==> src/rtl/p2pa_pkg.sv <==
// shared types, codes and the per-class growth table for the pool allocator
`default_nettype none

package p2pa_pkg;

    // request commands
    localparam logic [1:0] CMD_ALLOC  = 2'd0;
    localparam logic [1:0] CMD_FREE   = 2'd1;
    localparam logic [1:0] CMD_RESIZE = 2'd2;

    // response status codes
    localparam logic [2:0] ST_OK      = 3'd0;
    localparam logic [2:0] ST_NOBLOCK = 3'd1;
    localparam logic [2:0] ST_FOREIGN = 3'd2;
    localparam logic [2:0] ST_DOUBLE  = 3'd3;
    localparam logic [2:0] ST_NOTHING = 3'd4;

    // smallest class and width of a class counter (covers 0..63)
    localparam int unsigned FIRST_CLASS = 3;
    localparam int unsigned CLS_W       = 6;

    typedef enum logic [3:0] {
        S_CLEAR,
        S_IDLE,
        S_DISPATCH,
        S_ATRY,
        S_POPT,
        S_GROW,
        S_RELRD,
        S_RELDO,
        S_DONE
    } state_t;

    // how the response is formed when it is loaded
    typedef enum logic [2:0] {
        RC_NOTHING,
        RC_FOREIGN,
        RC_HANDLE,
        RC_ALLOC,
        RC_FREE,
        RC_MOVE
    } rc_t;

    // controller to datapath
    typedef struct packed {
        logic clr_step;
        logic load;
        logic use_ic;
        logic cls_next;
        logic pop_rd;
        logic pop_take;
        logic grow_start;
        logic grow_write;
        logic grow_take;
        logic rel_rd;
        logic rel_do;
        logic out_load;
        rc_t  rc;
    } ctl_t;

    // datapath to controller
    typedef struct packed {
        logic clr_last;
        logic is_alloc;
        logic is_free;
        logic is_resize;
        logic has;
        logic size_zero;
        logic ours;
        logic hfits;
        logic cls_end;
        logic cls_fits;
        logic stk_ne;
        logic can_grow;
        logic fill_done;
        logic out_busy;
    } sts_t;

    // slots added when a class with an empty stack grows
    function automatic logic [3:0] grow_step(input logic [CLS_W-1:0] c);
        logic [3:0] n;
        if (c < CLS_W'(FIRST_CLASS))
            n = 4'd0;
        else if (c <= CLS_W'(11))
            n = 4'd8;
        else if (c == CLS_W'(12))
            n = 4'd4;
        else if (c == CLS_W'(13))
            n = 4'd2;
        else if (c <= CLS_W'(21))
            n = 4'd1;
        else
            n = 4'd0;
        return n;
    endfunction

endpackage

`default_nettype wire

==> src/rtl/pow2_class_pool_allocator_core.sv <==
// top level of the power-of-two size class pool allocator
`default_nettype none

// Pool allocator with size classes 2^3 .. 2^(CLASS_LIMIT-1) bytes. Each class keeps a
// LIFO stack of free slot indices; an empty class grows by 8, 4, 2 or 1 slots (by class)
// up to SLOTS_PER_CLASS, and an alloc walks upward from the smallest class that could
// fit. Free checks ownership and reports double frees; resize keeps the handle when it
// is large enough, else allocates a new block and releases the old one. One request is
// handled at a time: it is accepted in the idle state and dispatched; an alloc walks
// the classes upward from class 3 and takes a slot by a pop or by a growth that writes
// the new slots; a free or a move reads and releases the old slot; last the response
// is loaded. The class walk and the single-port free stack memory set how long a request
// takes. After reset a clearing pass over all CLASS_LIMIT*SLOTS_PER_CLASS slots wipes
// the in-use bits, and no request is taken until it ends. The response sits in its own
// register, so a finished response may wait while the next request is taken.

module pow2_class_pool_allocator_core #(
    parameter int unsigned CLASS_LIMIT     = 22,
    parameter int unsigned SLOTS_PER_CLASS = 16
) (
    input  wire logic        clk,
    input  wire logic        rst_n,
    // request channel
    input  wire logic        req_valid,
    output logic             req_stall,
    input  wire logic [1:0]  cmd,
    input  wire logic [31:0] req_size,
    input  wire logic        has_handle,
    input  wire logic [4:0]  in_class,
    input  wire logic [3:0]  in_slot,
    // response channel
    output logic             rsp_valid,
    input  wire logic        rsp_stall,
    output logic             ok,
    output logic [2:0]       status,
    output logic [4:0]       out_class,
    output logic [3:0]       out_slot
);

    p2pa_pkg::ctl_t ctl;
    p2pa_pkg::sts_t sts;
    logic           busy;

    // controller only takes a request in its idle state
    assign req_stall = busy;

    p2pa_ctrl u_ctrl (
        .clk       (clk),
        .rst_n     (rst_n),
        .req_valid (req_valid),
        .busy      (busy),
        .sts       (sts),
        .ctl       (ctl)
    );

    p2pa_dp #(
        .CLASS_LIMIT     (CLASS_LIMIT),
        .SLOTS_PER_CLASS (SLOTS_PER_CLASS)
    ) u_dp (
        .clk        (clk),
        .rst_n      (rst_n),
        .cmd        (cmd),
        .req_size   (req_size),
        .has_handle (has_handle),
        .in_class   (in_class),
        .in_slot    (in_slot),
        .rsp_valid  (rsp_valid),
        .rsp_stall  (rsp_stall),
        .ok         (ok),
        .status     (status),
        .out_class  (out_class),
        .out_slot   (out_slot),
        .ctl        (ctl),
        .sts        (sts)
    );

endmodule

`default_nettype wire

==> src/rtl/p2pa_ctrl.sv <==
// sequencing state machine of the pool allocator
`default_nettype none

module p2pa_ctrl (
    input  wire logic            clk,
    input  wire logic            rst_n,
    input  wire logic            req_valid,
    output logic                 busy,
    input  wire p2pa_pkg::sts_t  sts,
    output p2pa_pkg::ctl_t       ctl
);

    p2pa_pkg::state_t state_reg, state_next;
    p2pa_pkg::rc_t    rc_reg, rc_next;

    always_ff @(posedge clk or negedge rst_n)
    begin
        if (!rst_n)
        begin
            state_reg <= p2pa_pkg::S_CLEAR;
            rc_reg    <= p2pa_pkg::RC_NOTHING;
        end
        else
        begin
            state_reg <= state_next;
            rc_reg    <= rc_next;
        end
    end

    always_comb
    begin
        state_next = state_reg;
        rc_next    = rc_reg;
        ctl        = '0;
        ctl.rc     = rc_reg;
        busy       = 1'b1;
        unique case (state_reg)
            p2pa_pkg::S_CLEAR:
            begin
                ctl.clr_step = 1'b1;
                if (sts.clr_last)
                    state_next = p2pa_pkg::S_IDLE;
            end
            p2pa_pkg::S_IDLE:
            begin
                busy = 1'b0;
                if (req_valid)
                begin
                    ctl.load   = 1'b1;
                    state_next = p2pa_pkg::S_DISPATCH;
                end
            end
            p2pa_pkg::S_DISPATCH:
            begin
                ctl.use_ic = 1'b1;
                state_next = p2pa_pkg::S_DONE;
                priority if (sts.is_alloc)
                begin
                    if (sts.size_zero)
                        rc_next = p2pa_pkg::RC_NOTHING;
                    else
                    begin
                        rc_next    = p2pa_pkg::RC_ALLOC;
                        state_next = p2pa_pkg::S_ATRY;
                    end
                end
                else if (sts.is_free)
                begin
                    priority if (!sts.has)
                        rc_next = p2pa_pkg::RC_NOTHING;
                    else if (!sts.ours)
                        rc_next = p2pa_pkg::RC_FOREIGN;
                    else
                    begin
                        rc_next    = p2pa_pkg::RC_FREE;
                        state_next = p2pa_pkg::S_RELRD;
                    end
                end
                else if (sts.is_resize)
                begin
                    priority if (!sts.ours)
                        rc_next = p2pa_pkg::RC_FOREIGN;
                    else if (sts.hfits)
                        rc_next = p2pa_pkg::RC_HANDLE;
                    else
                    begin
                        rc_next    = p2pa_pkg::RC_MOVE;
                        state_next = p2pa_pkg::S_ATRY;
                    end
                end
                else
                    rc_next = p2pa_pkg::RC_NOTHING;
            end
            p2pa_pkg::S_ATRY:
            begin
                priority if (sts.cls_end)
                    state_next = sts.is_resize ? p2pa_pkg::S_RELRD : p2pa_pkg::S_DONE;
                else if (!sts.cls_fits)
                    ctl.cls_next = 1'b1;
                else if (sts.stk_ne)
                begin
                    ctl.pop_rd = 1'b1;
                    state_next = p2pa_pkg::S_POPT;
                end
                else if (sts.can_grow)
                begin
                    ctl.grow_start = 1'b1;
                    state_next     = p2pa_pkg::S_GROW;
                end
                else
                    ctl.cls_next = 1'b1;
            end
            p2pa_pkg::S_POPT:
            begin
                ctl.pop_take = 1'b1;
                state_next   = sts.is_resize ? p2pa_pkg::S_RELRD : p2pa_pkg::S_DONE;
            end
            p2pa_pkg::S_GROW:
            begin
                if (sts.fill_done)
                begin
                    ctl.grow_take = 1'b1;
                    state_next    = sts.is_resize ? p2pa_pkg::S_RELRD : p2pa_pkg::S_DONE;
                end
                else
                    ctl.grow_write = 1'b1;
            end
            p2pa_pkg::S_RELRD:
            begin
                ctl.use_ic = 1'b1;
                ctl.rel_rd = 1'b1;
                state_next = p2pa_pkg::S_RELDO;
            end
            p2pa_pkg::S_RELDO:
            begin
                ctl.use_ic = 1'b1;
                ctl.rel_do = 1'b1;
                state_next = p2pa_pkg::S_DONE;
            end
            p2pa_pkg::S_DONE:
            begin
                if (!sts.out_busy)
                begin
                    ctl.out_load = 1'b1;
                    state_next   = p2pa_pkg::S_IDLE;
                end
            end
            default:
                state_next = p2pa_pkg::S_IDLE;
        endcase
    end

endmodule

`default_nettype wire

==> src/rtl/p2pa_dp.sv <==
// datapath: request latch, per-class counters, free stacks, in-use bits, response register
`default_nettype none

module p2pa_dp #(
    parameter int unsigned CLASS_LIMIT     = 22,
    parameter int unsigned SLOTS_PER_CLASS = 16
) (
    input  wire logic            clk,
    input  wire logic            rst_n,
    input  wire logic [1:0]      cmd,
    input  wire logic [31:0]     req_size,
    input  wire logic            has_handle,
    input  wire logic [4:0]      in_class,
    input  wire logic [3:0]      in_slot,
    output logic                 rsp_valid,
    input  wire logic            rsp_stall,
    output logic                 ok,
    output logic [2:0]           status,
    output logic [4:0]           out_class,
    output logic [3:0]           out_slot,
    input  wire p2pa_pkg::ctl_t  ctl,
    output p2pa_pkg::sts_t       sts
);

    localparam int unsigned CW    = $clog2(CLASS_LIMIT);
    localparam int unsigned SW    = $clog2(SLOTS_PER_CLASS);
    localparam int unsigned DW    = $clog2(SLOTS_PER_CLASS + 1);
    localparam int unsigned CLS_W = p2pa_pkg::CLS_W;

    // latched request
    logic [1:0]       cmd_reg;
    logic [31:0]      size_reg;
    logic             has_reg;
    logic [4:0]       ic_reg;
    logic [3:0]       is_reg;

    // walk state
    logic [CLS_W-1:0] c_reg;
    logic [2:0]       j_reg;
    logic [SW-1:0]    a_slot_reg;
    logic             got_reg;
    logic [2:0]       fst_reg;

    // clearing pass counters
    logic [CW-1:0]    cc_reg;
    logic [SW-1:0]    cs_reg;

    // per-class counters
    logic [DW-1:0]    depth_reg   [CLASS_LIMIT];
    logic [DW-1:0]    granted_reg [CLASS_LIMIT];

    // memories
    logic [SW-1:0]    fs_mem [CLASS_LIMIT][SLOTS_PER_CLASS];
    logic             iu_mem [CLASS_LIMIT][SLOTS_PER_CLASS];
    logic [SW-1:0]    fs_rd_reg;
    logic             iu_rd_reg;

    logic             out_valid_reg;
    logic             ok_reg;
    logic [2:0]       st_reg;
    logic [4:0]       oc_reg;
    logic [3:0]       os_reg;

    logic [CLS_W-1:0] acls;
    logic             acls_ok;
    logic [CW-1:0]    ai;
    logic [DW-1:0]    depth_sel;
    logic [DW-1:0]    gr_sel;
    logic [3:0]       n;
    logic [CW-1:0]    ci;
    logic [CW-1:0]    ii;
    logic [SW-1:0]    isw;

    logic             fs_we;
    logic [CW-1:0]    fs_wc;
    logic [SW-1:0]    fs_ws;
    logic [SW-1:0]    fs_wd;
    logic             iu_we;
    logic [CW-1:0]    iu_wc;
    logic [SW-1:0]    iu_ws;
    logic             iu_wd;

    assign acls    = ctl.use_ic ? CLS_W'(ic_reg) : c_reg;
    assign acls_ok = acls < CLS_W'(CLASS_LIMIT);
    assign ai      = acls[CW-1:0];
    assign depth_sel = acls_ok ? depth_reg[ai]   : '0;
    assign gr_sel    = acls_ok ? granted_reg[ai] : '0;
    assign n       = p2pa_pkg::grow_step(c_reg);
    assign ci      = c_reg[CW-1:0];
    assign ii      = ic_reg[CW-1:0];
    assign isw     = SW'(is_reg);

    always_comb
    begin
        sts.clr_last  = (cc_reg == CW'(CLASS_LIMIT - 1)) && (cs_reg == SW'(SLOTS_PER_CLASS - 1));
        sts.is_alloc  = (cmd_reg == p2pa_pkg::CMD_ALLOC)
                     || ((cmd_reg == p2pa_pkg::CMD_RESIZE) && !has_reg);
        sts.is_free   = cmd_reg == p2pa_pkg::CMD_FREE;
        sts.is_resize = (cmd_reg == p2pa_pkg::CMD_RESIZE) && has_reg;
        sts.has       = has_reg;
        sts.size_zero = size_reg == 32'd0;
        sts.ours      = has_reg && (ic_reg >= 5'(p2pa_pkg::FIRST_CLASS))
                     && (CLS_W'(ic_reg) < CLS_W'(CLASS_LIMIT)) && (DW'(is_reg) < gr_sel)
                     && ((DW + 1)'(is_reg) < (DW + 1)'(SLOTS_PER_CLASS));
        sts.hfits     = (33'd1 << ic_reg) >= {1'b0, size_reg};
        sts.cls_end   = c_reg >= CLS_W'(CLASS_LIMIT);
        sts.cls_fits  = {1'b0, size_reg} <= (33'd1 << c_reg);
        sts.stk_ne    = depth_sel != '0;
        sts.can_grow  = (n != 4'd0)
                     && (({1'b0, gr_sel} + (DW + 1)'(n)) <= (DW + 1)'(SLOTS_PER_CLASS));
        sts.fill_done = {1'b0, j_reg} == (n - 4'd1);
        sts.out_busy  = out_valid_reg && rsp_stall;
    end

    // write port selection for both memories
    always_comb
    begin
        fs_we = 1'b0;
        fs_wc = ci;
        fs_ws = SW'(j_reg);
        fs_wd = SW'(gr_sel + DW'(n) - DW'(j_reg) - DW'(1));
        if (ctl.grow_write)
            fs_we = 1'b1;
        else if (ctl.rel_do && iu_rd_reg)
        begin
            fs_we = 1'b1;
            fs_wc = ii;
            fs_ws = SW'(depth_sel);
            fs_wd = isw;
        end

        iu_we = 1'b0;
        iu_wc = ci;
        iu_ws = fs_rd_reg;
        iu_wd = 1'b1;
        priority if (ctl.clr_step)
        begin
            iu_we = 1'b1;
            iu_wc = cc_reg;
            iu_ws = cs_reg;
            iu_wd = 1'b0;
        end
        else if (ctl.pop_take)
            iu_we = 1'b1;
        else if (ctl.grow_take)
        begin
            iu_we = 1'b1;
            iu_ws = SW'(gr_sel);
        end
        else if (ctl.rel_do && iu_rd_reg)
        begin
            iu_we = 1'b1;
            iu_wc = ii;
            iu_ws = isw;
            iu_wd = 1'b0;
        end
    end

    always_ff @(posedge clk)
    begin
        if (fs_we)
            fs_mem[fs_wc][fs_ws] <= fs_wd;
        if (ctl.pop_rd)
            fs_rd_reg <= fs_mem[ci][SW'(depth_sel - DW'(1))];
        if (iu_we)
            iu_mem[iu_wc][iu_ws] <= iu_wd;
        if (ctl.rel_rd)
            iu_rd_reg <= iu_mem[ii][isw];
    end

    // request latch and walk registers
    always_ff @(posedge clk)
    begin
        if (ctl.load)
        begin
            cmd_reg  <= cmd;
            size_reg <= req_size;
            has_reg  <= has_handle;
            ic_reg   <= in_class;
            is_reg   <= in_slot;
            c_reg    <= CLS_W'(p2pa_pkg::FIRST_CLASS);
            got_reg  <= 1'b0;
        end
        else if (ctl.cls_next)
            c_reg <= c_reg + CLS_W'(1);
        if (ctl.grow_start)
            j_reg <= 3'd0;
        else if (ctl.grow_write)
            j_reg <= j_reg + 3'd1;
        if (ctl.pop_take)
        begin
            a_slot_reg <= fs_rd_reg;
            got_reg    <= 1'b1;
        end
        else if (ctl.grow_take)
        begin
            a_slot_reg <= SW'(gr_sel);
            got_reg    <= 1'b1;
        end
        if (ctl.rel_do)
            fst_reg <= iu_rd_reg ? p2pa_pkg::ST_OK : p2pa_pkg::ST_DOUBLE;
    end

    // per-class counters and the clearing pass
    always_ff @(posedge clk or negedge rst_n)
    begin
        if (!rst_n)
        begin
            for (int k = 0; k < CLASS_LIMIT; k++)
            begin
                depth_reg[k]   <= '0;
                granted_reg[k] <= '0;
            end
            cc_reg <= '0;
            cs_reg <= '0;
        end
        else
        begin
            if (ctl.pop_rd)
                depth_reg[ai] <= depth_sel - DW'(1);
            else if (ctl.grow_take)
            begin
                depth_reg[ai]   <= DW'(n) - DW'(1);
                granted_reg[ai] <= gr_sel + DW'(n);
            end
            else if (ctl.rel_do && iu_rd_reg)
                depth_reg[ai] <= depth_sel + DW'(1);
            if (ctl.clr_step)
            begin
                if (cs_reg == SW'(SLOTS_PER_CLASS - 1))
                begin
                    cs_reg <= '0;
                    cc_reg <= cc_reg + CW'(1);
                end
                else
                    cs_reg <= cs_reg + SW'(1);
            end
        end
    end

    // response register
    always_ff @(posedge clk or negedge rst_n)
    begin
        if (!rst_n)
            out_valid_reg <= 1'b0;
        else if (ctl.out_load)
            out_valid_reg <= 1'b1;
        else if (!rsp_stall)
            out_valid_reg <= 1'b0;
    end

    always_ff @(posedge clk)
    begin
        if (ctl.out_load)
        begin
            ok_reg <= 1'b0;
            st_reg <= p2pa_pkg::ST_NOTHING;
            oc_reg <= 5'd0;
            os_reg <= 4'd0;
            unique case (ctl.rc)
                p2pa_pkg::RC_NOTHING:
                    st_reg <= p2pa_pkg::ST_NOTHING;
                p2pa_pkg::RC_FOREIGN:
                    st_reg <= p2pa_pkg::ST_FOREIGN;
                p2pa_pkg::RC_HANDLE:
                begin
                    ok_reg <= 1'b1;
                    st_reg <= p2pa_pkg::ST_OK;
                    oc_reg <= ic_reg;
                    os_reg <= is_reg;
                end
                p2pa_pkg::RC_FREE:
                    st_reg <= fst_reg;
                p2pa_pkg::RC_ALLOC, p2pa_pkg::RC_MOVE:
                begin
                    if (got_reg)
                    begin
                        ok_reg <= 1'b1;
                        st_reg <= (ctl.rc == p2pa_pkg::RC_MOVE) ? fst_reg : p2pa_pkg::ST_OK;
                        oc_reg <= 5'(c_reg);
                        os_reg <= 4'(a_slot_reg);
                    end
                    else
                        st_reg <= p2pa_pkg::ST_NOBLOCK;
                end
                default:
                    st_reg <= p2pa_pkg::ST_NOTHING;
            endcase
        end
    end

    assign rsp_valid = out_valid_reg;
    assign ok        = ok_reg;
    assign status    = st_reg;
    assign out_class = oc_reg;
    assign out_slot  = os_reg;

    a_depth_le_granted: assert property (@(posedge clk) disable iff (!rst_n)
        acls_ok |-> depth_sel <= gr_sel)
        else $error("free depth above granted slots");

    a_pop_nonempty: assert property (@(posedge clk) disable iff (!rst_n)
        ctl.pop_rd |-> sts.stk_ne)
        else $error("pop from empty free stack");

    a_grow_legal: assert property (@(posedge clk) disable iff (!rst_n)
        ctl.grow_take |-> sts.can_grow)
        else $error("class grown past its limit");

    a_load_free: assert property (@(posedge clk) disable iff (!rst_n)
        ctl.out_load |-> !sts.out_busy)
        else $error("response overwritten while waiting");

endmodule

`default_nettype wire

==> config.mk <==
export PLATFORM = sky130hd
export DESIGN_NAME = pow2_class_pool_allocator_core
export DESIGN_NICKNAME = d
export VERILOG_FILES = /design/src/rtl/p2pa_pkg.sv /design/src/rtl/pow2_class_pool_allocator_core.sv /design/src/rtl/p2pa_ctrl.sv /design/src/rtl/p2pa_dp.sv
export SDC_FILE = /design/constraint.sdc
export NUM_CORES = 2
export LEC_CHECK = 0
export ABC_AREA = 0
export BUFFER_PORTS_ARGS = -buffer_cell sky130_fd_sc_hd__buf_4
export CORE_AREA = 4 4 537 273
export CTS_CLUSTER_DIAMETER = 40
export DETAILED_ROUTE_END_ITERATION = 16
export DIE_AREA = 0 0 541 277
export PLACE_DENSITY = 0.79
export SLEW_MARGIN = 30
export SYNTH_ARGS = -nofsm -noshare
export SYNTH_HDL_FRONTEND = slang
export SYNTH_HIERARCHICAL = 1
export SYNTH_SLANG_ARGS = --single-unit
==> constraint.sdc <==
create_clock -name clk -period 24.7 [get_ports clk]
set_clock_uncertainty 0.2 [all_clocks]
set_input_delay 7.41 -clock clk [delete_from_list [all_inputs] [get_ports clk]]
set_output_delay 7.41 -clock clk [all_outputs]
set_load 0.005 [all_outputs]
== Word level (Yosys, flattened, before mapping) ==
Memory sizes are Yosys's and may differ from the RTL's. A register that Yosys moved wholly into a read port is not among the register bits.
Index checks and enable logic that the tools add are counted.
W data, S select, Z words.
Storage, ports and cells
  memories kept: 2
  logic and storage cells: 288
  output and inout port bits: 15
  flip-flop bits (word level): 316
  input port bits: 48
  bits in writable memories: 1760
Operators by class
  muxes and demuxes: 128
  reductions and logical operators: 27
  equal/unequal tests: 27
  $add $sub $neg: 12
  bitwise operators: 6
  $lt $le $gt $ge: 19
  shifts and indexed selects: 2
Memory list
  u_dp.fs_mem: words 22, width 64, rd ports 1, clocked after memory_dff 1, write ports 1, line p2pa_dp.sv:53  | logic [SW-1:0] fs_mem [CLASS_LIMIT][SLOTS_PER_CLASS];
  u_dp.iu_mem: words 22, width 16, rd ports 1, clocked after memory_dff 1, write ports 1, line p2pa_dp.sv:54  | logic iu_mem [CLASS_LIMIT][SLOTS_PER_CLASS];
Operators with widths (number)
  $bwmux W110: 4
  $mux W110: 3
  $mux W4: 36
  $mux W5: 16
  $mux W64: 1
  $bmux W5 S5: 2
  $mux W1: 40
  $pmux W4 S9: 1
  $ge A33 B32 Y1: 1
  $le A32 B33 Y1: 1
  $shl A1 B5 Y33 const A: 1
  $shl A1 B6 Y33 const A: 1
  $logic_not A32 Y1: 1
  $mux W3: 9
  $demux W5 S5: 1
  $ge A5 B5 Y1 const B: 4
  $not A4 Y5: 4
  $bmux W4 S4: 1
  $demux W4 S4: 1
  $eq A4 B3 Y1 const B: 4
  $mux W16: 1
  $eq A6 B4 Y1 const B: 2
  $le A6 B5 Y1 const B: 2
  $logic_and A1 B1 Y1: 12
  other kinds (56): 72

== Depth between registers and ports, before layout ==
  word-level depth: 19
  depth in mapped cells: 26
  gate-level depth less buffers: 22

== Cells and area by module ==
The synthesis kept the hierarchy.
Modules (own cells, without submodules)
  p2pa_dp: area each 88353.5 um2, cells each 5315, instances 1
  p2pa_ctrl: area each 683.2 um2, cells each 91, instances 1

== Worst setup path after synthesis ==
OpenSTA, ideal clock, no wires.
  path kind: reg2reg
  start point: register u_dp.c_reg[1]
  end point: memory u_dp/fs_mem[0][0] in the netlist's numbering (data pin)
  setup slack: 4.480 ns
  arrival time: 17.087 ns
  clock period less this slack: 20.220 ns
  path buffers: 5
  stages on the path, launching flop included: 20
  cell sequence: dfxtp_1 -> buf_1 -> inv_1 -> ha_1 -> clkbuf_1 -> nor3_1 -> o32a_1 -> nor3_1 -> inv_1 -> ha_1 -> xor2_1 -> xnor2_1 -> nand3_1 -> nor2_1 -> nor3_1 -> clkbuf_1 -> nand2b_1 -> clkbuf_1 -> buf_1 -> o21ai_0
RTL lines
  start, declared: line p2pa_dp.sv:38  | logic [CLS_W-1:0] c_reg;
  start signal, assigned: line p2pa_dp.sv:181  | c_reg <= CLS_W'(p2pa_pkg::FIRST_CLASS);
  start signal, assigned: line p2pa_dp.sv:185  | c_reg <= c_reg + CLS_W'(1);
  end, declared: line p2pa_dp.sv:53

== Final worst setup path ==
  start point: register u_ctrl.state_reg[3]
  end point: output port req_stall
On the way
  cells in the longest elaborated chain, start to end: 2
RTL lines
  start, declared: line p2pa_ctrl.sv:13  | p2pa_pkg::state_t state_reg, state_next;
  start signal, assigned: line p2pa_ctrl.sv:20  | state_reg <= p2pa_pkg::S_CLEAR;
  start signal, assigned: line p2pa_ctrl.sv:25  | state_reg <= state_next;
  $eq A4 B1 Y1: line p2pa_ctrl.sv:37  | unique case (state_reg)
  $mux W1: line p2pa_ctrl.sv:37
  end, declared: line pow2_class_pool_allocator_core.sv:25  | output logic req_stall,
Every way passes these cells.

==> flow_summary.json <==
{
  "crit_path_start_kind": "flip-flop",
  "syn_nets": 5546,
  "ctsHoldBuffers": 0,
  "regMostFlops": "u_dp/fs_mem",
  "cts_setup_buffers": 0,
  "wl_microns": 234000,
  "gp_congestion": 0.973,
  "netlist_top_cells_count": "1827 x edfxtp_1, 618 x nor2_1, 561 x mux4_2, 337 x nand2_1, 274 x nor3_1",
  "fp.dieW_microns": 541,
  "synth_cell_types": 87,
  "vias_per_cell": 7.03,
  "crit_chain": "nor2_1 > nand2_1 > buf_4",
  "synthAdderAreaFrac_pct": 1.31,
  "async_flop_share_pct": 11.4,
  "core-area_sq_um": 142000,
  "p_int_mw": 9.16,
  "clockBufferDepth": 4,
  "post_dp_cell_area_sq_um": 91200,
  "ys_seq_area_share_pct": 68.7,
  "power_frac_comb_pct": 39.4,
  "seq_power_share_pct": 41.7,
  "max_freq_ghz": 0.105,
  "layout_worst_path_cycle_share_pct": 38.7,
  "cts_made_buffers": 181,
  "dr.pass1.iters": 8,
  "ioPinCount": 63,
  "hold_ws_ps": 281,
  "h-tree-depth": 4,
  "switching_share_pct": 38.5,
  "initial_utilization_pct": 62.7,
  "nets": 5500,
  "synth_compound_area_share_pct": 3.45,
  "synth_cells": 5406,
  "track_usage_pct": 31.4,
  "cellLeakagePower_nw": 32.1,
  "cpMaxStageDelayCell": "dfrtp_1",
  "antenna_found_initial": 3,
  "worstMarginPinSlew_ps": 1060,
  "powerDensity_nw_per_um2": 154,
  "yosysMostFrequentCell": "edfxtp_1",
  "post_cts_resized": 0,
  "final_area_sq_um": 97000,
  "syn2layout_area_growth_pct": 8.99,
  "yosys_warnings": 6,
  "finalSetupViolCount": 0,
  "gr-total-overflow": 0,
  "portBuffers": 62,
  "dr.first_iter.drc_count": 8712,
  "clkTransAtPathRegs_ps": 70,
  "drive_gt1_share_pct": 21.2,
  "ys.flop_type": "edfxtp_1",
  "outcome": "completed",
  "required_ps": 17090,
  "drc": 0,
  "hold_viol": 0,
  "grt_pass1_vias": 50100,
  "synth_area_sq_um": 89000,
  "hpwl_microns": 146000,
  "synth_area_leaders": "edfxtp_1 62%, mux4_2 14%, dfrtp_1 6.7%",
  "crit_buf_inv": 1,
  "largest_reg_flops": 1408,
  "path_delay_family": "flip-flops",
  "synth_edf_count": 1827,
  "synth_top_area_share_pct": 61.6,
  "ys_ff_latch": 2084,
  "ant_nets": 0,
  "path_class": "flip-flop to output port",
  "grt_max_degree": 261,
  "vias": 52000,
  "clock_latency_ps": 830,
  "pwr-share-clk_pct": 18.8,
  "cts-root-buf": "clkbuf_16",
  "yosys.area_share.simple_pct": 7.25,
  "slew-limit-headroom_pct": 28.8,
  "end_kind": "output port",
  "cts.sinks": 2084,
  "min_path_type": "flip-flop to flip-flop",
  "slew_violations": 0,
  "grt_pass1_wl_microns": 345000,
  "synth.largest_area_cell": "edfxtp_1",
  "path_max_fanout": 17,
  "vdd_drop_max_mv": 0.420,
  "arrival_ps": 1940,
  "die_y_microns": 277,
  "synth_top_family_by_area": "multiplexers",
  "rows": 98,
  "power.switching_mw": 5.74,
  "post-route-min-period_ps": 9550,
  "synthMuxAreaShare_pct": 16.7,
  "avgSynthCellArea_sq_um": 16.5,
  "wl_per_cell_microns": 31.6,
  "drv_cap": 0,
  "top_regs": "u_dp/fs_mem x1408, u_dp/iu_mem x352",
  "tns_ps": 0,
  "dieArea_sq_um": 150000,
  "cts_tree": "done",
  "rsz0062_at_grt": "false",
  "reg2reg_slack_ps": 15240,
  "critPathMaxStageDelay_ps": 580,
  "synth-xor-area-share_pct": 0.266
}
## layout make-up
cell class	instances	area [sq um]
flip-flops and latches	2084	61200
fillers	8824	45000
multi-input cells	2867	26100
clock buffers	234	4830
well taps	1900	2380
repair buffers	155	1390
clock inverters	81	818
inverters	71	268
diodes	1	2.50
## cell families after synthesis
kind of cell,count (synthesis)
DFF,2084
and+or+nand+nor,1468
muxes,773
AOI/OAI and AO/OA,507
buffers and inverters,455
adders and majority gates,92
xor gates and xnor gates,27
## power groups by stage
stage,Combinational [mW],Sequential (mW),Clock [mW]
floorplan,3.08,6.30,0
global placement,5.33,6.31,0
detailed placement,5.61,6.31,0
CTS,5.63,6.23,2.83
global route,6.21,6.23,2.99
finish,5.88,6.22,2.81
## cell usage in the layout, fill, tap and decap left out, drive strengths merged, types with 8 or more instances in the layout
master and instances:
edfxtp 1827, nor2 618, mux4 561, nand2 338, nor3 275, dfrtp 237
clkbuf 234, o21ai 214, buf 155, mux2 110, a21oi 108, mux2i 102
ha 90, inv 81, nand3 69, clkinv 47, a21o 36, nand2b 32
nand4 23, nor2b 22, o22ai 21, dfxtp 20, nor4 18, xnor2 17
bufinv 14, a31oi 14, or2 14, a211oi 12, o211ai 12, and2 12
o21a 11, a22o 10, clkinvlp 10, xor2 10, nand3b 9, and3 9
o31ai 9, o221ai 8
## stage by stage
step                std cells  utilization [%]  setup WS [ps]  total power, mW
floorplan                5406                -           4480             9.38
global placement         7071             64.1          15460             11.6
detailed placement       7072             64.2          15410             11.9
CTS                      7387             68.2          15110             14.7
global route             7392             68.3          14920             15.4
finish                   7393             68.3          15150             14.9
## metal layers
layer | vias to the layer above | share of wire [%] | global-route usage, %
li1 | 21000 | - | -
met1 | 26600 | 40 | 49.8
met2 | 4028 | 40 | 39.9
met3 | 361 | 17 | 14.3
met4 | 10 | 2.1 | 6.49
met5 | - | 0.089 | 0.380
## worst register-to-register path: cells and delay by family, from the launching register on
| kind | cells | cell delay, ps |
|---|---|---|
| adder cells (fa/ha/maj) | 3 | 1850 |
| buffers and inverters | 6 | 2670 |
| flip-flops | 1 | 670 |
| multiplexers | 2 | 930 |
| AND/OR/NAND/NOR | 3 | 1620 |
| AO/OA/AOI/OAI | 5 | 830 |
| XOR/XNOR | 1 | 130 |
## path summary, 6_finish.rpt
path,start,endpoint,cells past startpoint
worst max-delay path,u_ctrl/state_reg[3]$_DFFE_PN0P_,req_stall,3
worst min register to register,u_dp/depth_reg[30]$_DFFE_PN0P_,u_dp/depth_reg[30]$_DFFE_PN0P_,2
max in group asynchronous,rst_n,u_dp/depth_reg[76]$_DFFE_PN0P_,3
min in group asynchronous,rst_n,u_dp/rsp_valid$_DFFE_PN0P_,1
worst max register to register,u_ctrl/state_reg[2]$_DFFE_PN0P_,u_dp/fs_mem[12][47]$_DFFE_PP_,20
worst min-delay path,u_dp/depth_reg[30]$_DFFE_PN0P_,u_dp/depth_reg[30]$_DFFE_PN0P_,2
Note: power is estimated with default switching activity, not from simulation.
